### config.mk
export PLATFORM = sky130hd
export DESIGN_NAME = strongest_device_table_core
export DESIGN_NICKNAME = d
export VERILOG_FILES = /design/src/rtl/sdt_pkg.sv /design/src/rtl/strongest_device_table_core.sv /design/src/rtl/sdt_ctrl.sv /design/src/rtl/sdt_dp.sv
export VERILOG_INCLUDE_DIRS = /design/src /design/src/rtl
export SDC_FILE = /design/constraint.sdc
export NUM_CORES = 2
export LEC_CHECK = 0
export BUFFER_PORTS_ARGS = -buffer_cell sky130_fd_sc_hd__buf_2
export CAP_MARGIN = 20
export CELL_PAD_IN_SITES_DETAIL_PLACEMENT = 2
export CELL_PAD_IN_SITES_GLOBAL_PLACEMENT = 2
export CORE_MARGIN = 2
export CORE_UTILIZATION = 49
export DETAILED_ROUTE_END_ITERATION = 8
export HOLD_SLACK_MARGIN = 0.15
export PLACE_DENSITY_LB_ADDON = 0.12
export SLEW_MARGIN = 5
export SYNTH_ARGS = -nofsm -noshare
export SYNTH_HDL_FRONTEND = slang
export SYNTH_HIERARCHICAL = 1
export SYNTH_SLANG_ARGS = --single-unit
### constraint.sdc
create_clock -name clk_i -period 19.6 [get_ports clk_i]
set_input_delay 3.92 -clock clk_i [delete_from_list [all_inputs] [get_ports clk_i]]
set_output_delay 3.92 -clock clk_i [all_outputs]
set_load 0.01 [all_outputs]
### src/rtl/strongest_device_table_core_macros.svh
// assertion helpers used by the top-level core file
`ifndef STRONGEST_DEVICE_TABLE_CORE_MACROS_SVH
`define STRONGEST_DEVICE_TABLE_CORE_MACROS_SVH

// same-cycle implication
`define SDT_ASSERT_NOW(name, ante, cons, msg) \
  name: assert property (@(posedge clk_i) disable iff (!rst_ni) (ante) |-> (cons)) \
    else $error(msg);

// next-cycle implication
`define SDT_ASSERT_NEXT(name, ante, cons, msg) \
  name: assert property (@(posedge clk_i) disable iff (!rst_ni) (ante) |=> (cons)) \
    else $error(msg);

`endif

### src/rtl/sdt_pkg.sv
`default_nettype none

package sdt_pkg;

  localparam int unsigned TABLE_SLOTS_DEF = 16;
  localparam int unsigned MAC_W           = 48;
  localparam int unsigned LEVEL_W         = 8;
  localparam int unsigned KIND_W          = 2;
  localparam int unsigned TIME_W          = 32;
  localparam int unsigned SLOT_W          = 4;
  localparam int unsigned ACTION_W        = 3;

  typedef enum logic [ACTION_W-1:0] {
    ACT_IMPROVED = 3'd0,
    ACT_KEPT     = 3'd1,
    ACT_FILLED   = 3'd2,
    ACT_REPLACED = 3'd3,
    ACT_DROPPED  = 3'd4,
    ACT_READ     = 3'd5
  } action_e;

  typedef struct packed {
    logic                      operation;
    logic [MAC_W-1:0]          device_mac;
    logic signed [LEVEL_W-1:0] signal_level;
    logic [KIND_W-1:0]         device_kind;
    logic [TIME_W-1:0]         seen_time;
    logic [SLOT_W-1:0]         read_slot;
  } in_beat_t;

  typedef struct packed {
    action_e                   action;
    logic [SLOT_W-1:0]         slot_index;
    logic                      entry_valid;
    logic [MAC_W-1:0]          entry_mac;
    logic signed [LEVEL_W-1:0] entry_level;
    logic [KIND_W-1:0]         entry_kind;
    logic [TIME_W-1:0]         entry_time;
  } out_beat_t;

  typedef struct packed {
    logic [MAC_W-1:0]          mac;
    logic signed [LEVEL_W-1:0] level;
    logic [KIND_W-1:0]         kind;
    logic [TIME_W-1:0]         stamp;
  } entry_t;

  typedef struct packed {
    logic load;
    logic scan_rd;
    logic slot_rd;
    logic commit;
  } cmd_t;

  typedef struct packed {
    logic op_read;
    logic scan_last;
    logic out_free;
  } sts_t;

endpackage

`default_nettype wire

### src/rtl/strongest_device_table_core.sv
`default_nettype none

// Strongest-device table: TABLE_SLOTS entries of mac, level, kind and last-seen time,
// held in a slot memory with one read and one write port that the block scans one
// slot per cycle. A detection runs from accept through a setup step, one memory read
// per slot, a step for read latency and the decision; a slot read goes from accept
// through a setup step that reads the slot to the decision. The result sits in an
// output register, and the block only waits in its decision step while that register
// still holds an untaken beat. Reset empties the table at once through per-slot valid
// bits, so there is no clearing pass.
module strongest_device_table_core #(
  parameter int unsigned TABLE_SLOTS = sdt_pkg::TABLE_SLOTS_DEF
) (
  input  wire logic               clk_i,
  input  wire logic               rst_ni,
  input  wire logic               in_valid_i,
  output logic                    in_ready_o,
  input  wire sdt_pkg::in_beat_t  in_data_i,
  output logic                    out_valid_o,
  input  wire logic               out_ready_i,
  output sdt_pkg::out_beat_t      out_data_o
);

  sdt_pkg::cmd_t cmd;
  sdt_pkg::sts_t sts;

  logic in_accept;
  logic out_dropped;
  logic drop_fields_zero;
  logic valid_agrees;

  sdt_ctrl u_ctrl (
    .clk_i      (clk_i),
    .rst_ni     (rst_ni),
    .in_valid_i (in_valid_i),
    .in_ready_o (in_ready_o),
    .cmd_o      (cmd),
    .sts_i      (sts)
  );

  sdt_dp #(
    .TABLE_SLOTS (TABLE_SLOTS)
  ) u_dp (
    .clk_i       (clk_i),
    .rst_ni      (rst_ni),
    .in_data_i   (in_data_i),
    .cmd_i       (cmd),
    .sts_o       (sts),
    .out_valid_o (out_valid_o),
    .out_ready_i (out_ready_i),
    .out_data_o  (out_data_o)
  );

  assign in_accept        = in_valid_i && in_ready_o;
  assign out_dropped      = out_valid_o && (out_data_o.action == sdt_pkg::ACT_DROPPED);
  assign drop_fields_zero = (out_data_o.slot_index == '0) && !out_data_o.entry_valid &&
                            (out_data_o.entry_mac == '0) && (out_data_o.entry_time == '0);
  assign valid_agrees     = (out_data_o.entry_valid == (out_data_o.entry_level != '0));

`include "strongest_device_table_core_macros.svh"

  `SDT_ASSERT_NEXT(a_busy_after_accept, in_accept, !in_ready_o, "ready after accept")
  `SDT_ASSERT_NOW(a_drop_clean, out_dropped, drop_fields_zero, "dropped beat carries data")
  `SDT_ASSERT_NOW(a_valid_level, out_valid_o, valid_agrees, "valid flag disagrees with level")

endmodule

`default_nettype wire

### src/rtl/sdt_ctrl.sv
`default_nettype none

module sdt_ctrl (
  input  wire logic          clk_i,
  input  wire logic          rst_ni,
  input  wire logic          in_valid_i,
  output logic               in_ready_o,
  output sdt_pkg::cmd_t      cmd_o,
  input  wire sdt_pkg::sts_t sts_i
);

  typedef enum logic [2:0] {
    S_IDLE,
    S_START,
    S_SCAN,
    S_TAIL,
    S_DEC
  } state_e;

  state_e state_q;

  always_ff @(posedge clk_i or negedge rst_ni) begin
    if (!rst_ni) begin
      state_q <= S_IDLE;
    end else begin
      unique case (state_q)
        S_IDLE: begin
          if (in_valid_i) state_q <= S_START;
        end
        S_START: begin
          state_q <= sts_i.op_read ? S_DEC : S_SCAN;
        end
        S_SCAN: begin
          if (sts_i.scan_last) state_q <= S_TAIL;
        end
        S_TAIL: begin
          state_q <= S_DEC;
        end
        S_DEC: begin
          if (sts_i.out_free) state_q <= S_IDLE;
        end
        default: begin
          state_q <= S_IDLE;
        end
      endcase
    end
  end

  always_comb begin
    cmd_o      = '0;
    in_ready_o = 1'b0;
    unique case (state_q)
      S_IDLE: begin
        in_ready_o  = 1'b1;
        cmd_o.load  = in_valid_i;
      end
      S_START: begin
        cmd_o.slot_rd = sts_i.op_read;
      end
      S_SCAN: begin
        cmd_o.scan_rd = 1'b1;
      end
      S_TAIL: begin
      end
      S_DEC: begin
        cmd_o.commit = sts_i.out_free;
      end
      default: begin
      end
    endcase
  end

endmodule

`default_nettype wire

### src/rtl/sdt_dp.sv
`default_nettype none

module sdt_dp #(
  parameter int unsigned TABLE_SLOTS = sdt_pkg::TABLE_SLOTS_DEF
) (
  input  wire logic              clk_i,
  input  wire logic              rst_ni,
  input  wire sdt_pkg::in_beat_t in_data_i,
  input  wire sdt_pkg::cmd_t     cmd_i,
  output sdt_pkg::sts_t          sts_o,
  output logic                   out_valid_o,
  input  wire logic              out_ready_i,
  output sdt_pkg::out_beat_t     out_data_o
);

  localparam int unsigned AW = (TABLE_SLOTS > 1) ? $clog2(TABLE_SLOTS) : 1;
  localparam int unsigned SW = sdt_pkg::SLOT_W;
  localparam logic [AW-1:0] LastIdx = AW'(TABLE_SLOTS - 1);

  sdt_pkg::entry_t mem [TABLE_SLOTS];
  logic [TABLE_SLOTS-1:0] valid_q;

  sdt_pkg::in_beat_t  in_q;
  logic [AW-1:0]      cnt_q;
  logic               eval_q;
  logic [AW-1:0]      eval_idx_q;
  sdt_pkg::entry_t    rd_entry_q;
  logic               rd_valid_q;

  logic               found_q;
  logic [AW-1:0]      found_idx_q;
  sdt_pkg::entry_t    found_entry_q;
  logic               empty_q;
  logic [AW-1:0]      pick_idx_q;
  logic signed [sdt_pkg::LEVEL_W-1:0] pick_level_q;
  logic signed [sdt_pkg::LEVEL_W-1:0] worst_q;

  logic               out_valid_q;
  sdt_pkg::out_beat_t out_q;

  logic               rd_en;
  logic [AW-1:0]      rd_addr;
  sdt_pkg::entry_t    ev_entry;
  logic               ev_match;
  logic               ev_empty;
  logic               slot_ok;
  logic               improve;
  logic               pick_win;
  logic               wr_en;
  logic [AW-1:0]      wr_idx;
  sdt_pkg::entry_t    wr_entry;
  sdt_pkg::out_beat_t res;

  function automatic sdt_pkg::out_beat_t show(sdt_pkg::action_e act, logic [SW-1:0] idx,
                                              sdt_pkg::entry_t e);
    sdt_pkg::out_beat_t b;
    b.action      = act;
    b.slot_index  = idx;
    b.entry_valid = (e.level != '0);
    b.entry_mac   = e.mac;
    b.entry_level = e.level;
    b.entry_kind  = e.kind;
    b.entry_time  = e.stamp;
    return b;
  endfunction

  assign rd_en   = cmd_i.scan_rd | cmd_i.slot_rd;
  assign rd_addr = cmd_i.slot_rd ? AW'(in_q.read_slot) : cnt_q;

  assign ev_entry = rd_valid_q ? rd_entry_q : '0;
  assign ev_match = (ev_entry.mac == in_q.device_mac);
  assign ev_empty = (ev_entry.level == '0);

  assign slot_ok  = (32'(in_q.read_slot) < 32'(TABLE_SLOTS));
  assign improve  = $signed(in_q.signal_level) > $signed(found_entry_q.level);
  assign pick_win = (pick_level_q == '0) || ($signed(in_q.signal_level) > $signed(pick_level_q));

  always_comb begin
    wr_en          = 1'b0;
    wr_idx         = found_idx_q;
    wr_entry.mac   = in_q.device_mac;
    wr_entry.level = in_q.signal_level;
    wr_entry.kind  = in_q.device_kind;
    wr_entry.stamp = in_q.seen_time;
    res            = show(sdt_pkg::ACT_DROPPED, '0, '0);
    if (in_q.operation) begin
      res = show(sdt_pkg::ACT_READ, in_q.read_slot, (slot_ok && rd_valid_q) ? rd_entry_q : '0);
    end else if (found_q) begin
      if (improve) begin
        wr_en         = cmd_i.commit;
        wr_entry.kind = found_entry_q.kind;
        res           = show(sdt_pkg::ACT_IMPROVED, SW'(found_idx_q), wr_entry);
      end else begin
        res = show(sdt_pkg::ACT_KEPT, SW'(found_idx_q), found_entry_q);
      end
    end else if (pick_win) begin
      wr_en  = cmd_i.commit;
      wr_idx = pick_idx_q;
      res    = show((pick_level_q == '0) ? sdt_pkg::ACT_FILLED : sdt_pkg::ACT_REPLACED,
                    SW'(pick_idx_q), wr_entry);
    end
  end

  // slot storage, one read and one write port
  always_ff @(posedge clk_i) begin
    if (wr_en) mem[wr_idx] <= wr_entry;
    if (rd_en) rd_entry_q <= mem[rd_addr];
  end

  always_ff @(posedge clk_i or negedge rst_ni) begin
    if (!rst_ni) begin
      valid_q     <= '0;
      rd_valid_q  <= 1'b0;
      cnt_q       <= '0;
      eval_q      <= 1'b0;
      out_valid_q <= 1'b0;
    end else begin
      if (wr_en) valid_q[wr_idx] <= 1'b1;
      if (rd_en) rd_valid_q <= valid_q[rd_addr];
      if (cmd_i.load) begin
        cnt_q <= '0;
      end else if (cmd_i.scan_rd) begin
        cnt_q <= cnt_q + 1'b1;
      end
      eval_q <= cmd_i.scan_rd;
      if (cmd_i.commit) begin
        out_valid_q <= 1'b1;
      end else if (out_ready_i) begin
        out_valid_q <= 1'b0;
      end
    end
  end

  always_ff @(posedge clk_i) begin
    if (cmd_i.load) in_q <= in_data_i;
    if (cmd_i.scan_rd) eval_idx_q <= cnt_q;
    if (cmd_i.commit) out_q <= res;
    if (eval_q) begin
      if (eval_idx_q == '0) begin
        found_q       <= ev_match;
        found_idx_q   <= '0;
        found_entry_q <= ev_entry;
        empty_q       <= ev_empty;
        pick_idx_q    <= '0;
        pick_level_q  <= ev_entry.level;
        worst_q       <= ($signed(ev_entry.level) < 0) ? ev_entry.level : '0;
      end else begin
        if (!found_q && ev_match) begin
          found_q       <= 1'b1;
          found_idx_q   <= eval_idx_q;
          found_entry_q <= ev_entry;
        end
        if (!empty_q) begin
          if (ev_empty) begin
            empty_q      <= 1'b1;
            pick_idx_q   <= eval_idx_q;
            pick_level_q <= '0;
          end else if ($signed(ev_entry.level) < $signed(worst_q)) begin
            worst_q      <= ev_entry.level;
            pick_idx_q   <= eval_idx_q;
            pick_level_q <= ev_entry.level;
          end
        end
      end
    end
  end

  assign sts_o.op_read   = in_q.operation;
  assign sts_o.scan_last = (cnt_q == LastIdx);
  assign sts_o.out_free  = !out_valid_q || out_ready_i;

  assign out_valid_o = out_valid_q;
  assign out_data_o  = out_q;

endmodule

`default_nettype wire
==> flow_summary_export.csv <==
group,metric,value,unit
synth,synth_most_common_cell,"edfxtp_1",
cts,post_cts_buffers,0,
synth,synthTopCellsByArea,"edfxtp_1 (76%), mux4_2 (11%), and2_1 (1.5%)",
setup_path,end_kind,"register",
pwr,combPwrFrac,23.7,%
detailed_routing,postRouteAntennaNets,0,
cts,clk_pin_slew,0.06,ns
cts,cts_made_buffers,191,
grt,overflow,0,
pwr,power_frac_seq,45.2,%
pwr,switching_share,32.0,%
setup_path,crit_fanout,45,
cts,cts_sinks,1869,
sta,maxSlewViolCount,0,
setup_path,crit_required,20.02,ns
synth,synthArstFlopShare,1.39,%
sta,min_period,8.16,ns
detailed_routing,drt_pass1_iterations,6,
floorplanning,io_pins,199,
pwr,switchingPower,3740,uW
worst_hold_path,hold_path_class,"reg -> reg",
cells_and_area,num-nets-final,4143,
cts,clkLatencyLatePin,0.82,ns
pwr,p_leak,0.0268,uW
synth,synth.distinct_cells,64,
floorplanning,fp.dieH,391,um
synth,synth_nets,3868,
cts,cts.repair.resized,0,
setup_path,crit_arrival,8.58,ns
detailed_routing,drcViolationCount,0,
synth,synth.avg_cell_area,19.6,sq um
synth,synth_top_area_share,75.5,%
synth,yosys_warnings,6,
synth,synth_top_area_cell,"edfxtp_1",
placement,place_ws,10.96,ns
grt,grt_usage,35.2,%
pwr,internal_power,7960,uW
sta,final_hold_viol_count,0,
synth,ys_seq_area_share,76.4,%
synth,synth_edf_count,1843,
detailed_routing,post_drt_wl_per_cell,43.4,um
placement,io_buffers,198,
sta,rsz0062_at_grt,"no",
sta,setup_viol_count_final,0,
floorplanning,coreArea,148000,sq um
cts,holdBufCountCts,0,
sta,setup_tns,0,ns
cts,cts-root-buf,"clkbuf_16",
floorplanning,start_util,49.4,%
cts,htreeDepth,4,
setup_path,start_kind,"primary input",
pwr,ir_worst_vdd,0.120,mV
cts,cts_tree,"yes",
synth,synthCells,3745,
cts,clockBufferDepth,3,
pwr,p_per_area,141,nW/um^2
synth,ys_ff_latch,1869,
sta,fin_crit_sh,41.6,%
placement,hpwl,147000,um
setup_path,crit_type,"in -> reg",
synth,synth_top_flop_cell,"edfxtp_1",
outcome,outcome,"finished, final reports clean",
sta,finalWorstSetupSlack,11.44,ns
floorplanning,num_rows,141,
synth,synth_area,73300,sq um
sta,slew_headroom,9.68,%
pwr,clockPowerShare,31.1,%
floorplanning,die_w,391,um
grt,grt_max_degree,145,
detailed_routing,drt_iter0_markers,5491,
cells_and_area,area_growth,13.1,%
grt,grt_pass1_wl,372000,um
grt,antenna_found_initial,16,
detailed_routing,vias,41555,
run,drv_cap,0,
grt,grt_pass1_vias,45017,
detailed_routing,routed_wl,266000,um
detailed_routing,vias_per_cell,6.79,
synth,netlist_top_cells_count,"edfxtp_1 (1843), mux4_2 (364), nand2_1 (243)",
sta,fmax,123,MHz
sta,worst_slew_pin_slew,1.35,ns
sta,finClkSkew,0.0326,ns
placement,gp_congestion,0.787,
floorplanning,die-area,153000,sq um
cells_and_area,layout-drive-gt1-share,23.3,%
-- worst max-delay path, cell delays in order --
cell	delay, ns
buf_2	0.09
nand2b_1	0.17
nor4b_4	0.26
buf_4	0.53
o2111ai_1	0.31
o21ai_1	0.51
nand3_1	0.62
nor2_4	1.08
buf_4	0.95
-- cells in the final DEF (no fill, tap or decap), types with 8 or more instances in the layout --
master	Yosys	layout
mux4_2	364	364
clkbuf_16	0	201
nor2_1	56	42
a31oi_1	94	94
edfxtp_1	1843	1843
buf_2	60	198
ha_1	24	24
and3_1	48	45
o21ai_0	106	104
a21boi_0	41	41
a22oi_1	30	30
xnor2_1	25	25
mux2i_1	53	50
nand2_1	243	243
nor4_1	15	15
and2_1	177	176
dfrtp_1	26	25
nor2_4	0	14
clkinv_1	0	57
bufinv_16	0	8
clkbuf_1	132	56
o2bb2ai_1	16	16
inv_1	40	39
a21oi_1	49	49
buf_4	20	90
a2bb2oi_1	39	39
nand3_1	13	13
nor4bb_1	16	16
a211oi_1	91	91
o21bai_1	14	14
a31o_2	20	19
clkinv_2	0	23
o31ai_1	8	8
-- cell families (layout without fill, tap and decap cells) --
group                      Yosys count  in the layout  share of synthesized area [%]
and+or+nand+nor                    604            604                           4.26
AOI/OAI and AO/OA                  541            541                           5.04
DFF                               1869           1869                           76.4
other                                0              7                              0
muxes                              422            422                           12.0
buffers and inverters              258            697                           1.57
xor gates and xnor gates            27             27                          0.323
adders and majority gates           24             24                          0.410
-- state kept, by name, summed over array words and instances, names as in the netlist, 3 cells and up --
register	count
u_dp/mem	1440
u_dp/worst_q	8
u_dp/found_idx_q	4
u_dp/in_q	94
u_dp/found_entry_q	90
u_dp/cnt_q	4
u_dp/rd_entry_q	90
u_dp/valid_q	16
u_dp/out_data_o	98
u_dp/eval_idx_q	4
u_dp/pick_idx_q	4
u_dp/pick_level_q	8
u_ctrl/state_q	3
-- power groups by stage --
stage	clock [uW]	combinational (uW)	sequential, uW
global placement	0	2490	5270
finish	3640	2770	5280
detailed placement	0	2670	5340
floorplan	0	1730	5170
global route	3800	2900	5300
CTS	3690	2760	5280
-- through the flow --
stage          hold slack [ns]  instances  area (sq um)  power [uW]  utilization, %
2_1_floorplan            0.437       3745         73300        6910               -
3_3_place_gp             0.446       5748         76700        7760            51.8
3_5_place_dp             0.475       5753         76800        8010            51.8
4_1_cts                  0.479       6110         82700       11700            55.8
5_1_grt                  0.541       6116         82800       12000            55.9
6_report                 0.489       6121         82900       11700            55.9
-- path summary, 6_finish.rpt --
kind                            startpoint                 to  slack (ns)  cells after the start
setup / recovery               out_ready_i   u_dp/mem[10][77]       11.44                      9
hold / removal             u_dp/valid_q[0]    u_dp/valid_q[0]        0.49                      1
setup reg to reg             u_dp/in_q[42]   u_dp/mem[10][77]       13.10                      9
hold reg to reg            u_dp/valid_q[0]    u_dp/valid_q[0]        0.49                      1
max in group asynchronous           rst_ni    u_dp/rd_valid_q       15.73                      1
min in group asynchronous           rst_ni  u_ctrl/state_q[1]        3.23                      1
-- layout make-up --
class | instances | area [sq um]
fill | 12459 | 65300
multi-input combinational | 1618 | 16400
timing repair buffer | 300 | 1960
sequential | 1869 | 56000
antenna | 7 | 17.5
clock inverter | 95 | 628
inverter | 40 | 150
tap | 1930 | 2410
clock buffer | 262 | 5310
-- metal layers --
layer / vias up / global-route usage [%] / wire length (um) / part of all wire [%]
met3: 503 / 6.07 / 20400 / 7.7
met4: 6 / 12.6 / 9900 / 3.7
met1: 22753 / 47.1 / 103000 / 39
li1: 15847 / - / - / -
met2: 2446 / 58.7 / 133000 / 50
met5: - / 0 / 44 / 0.017
Power figures use the tool's default switching activity.
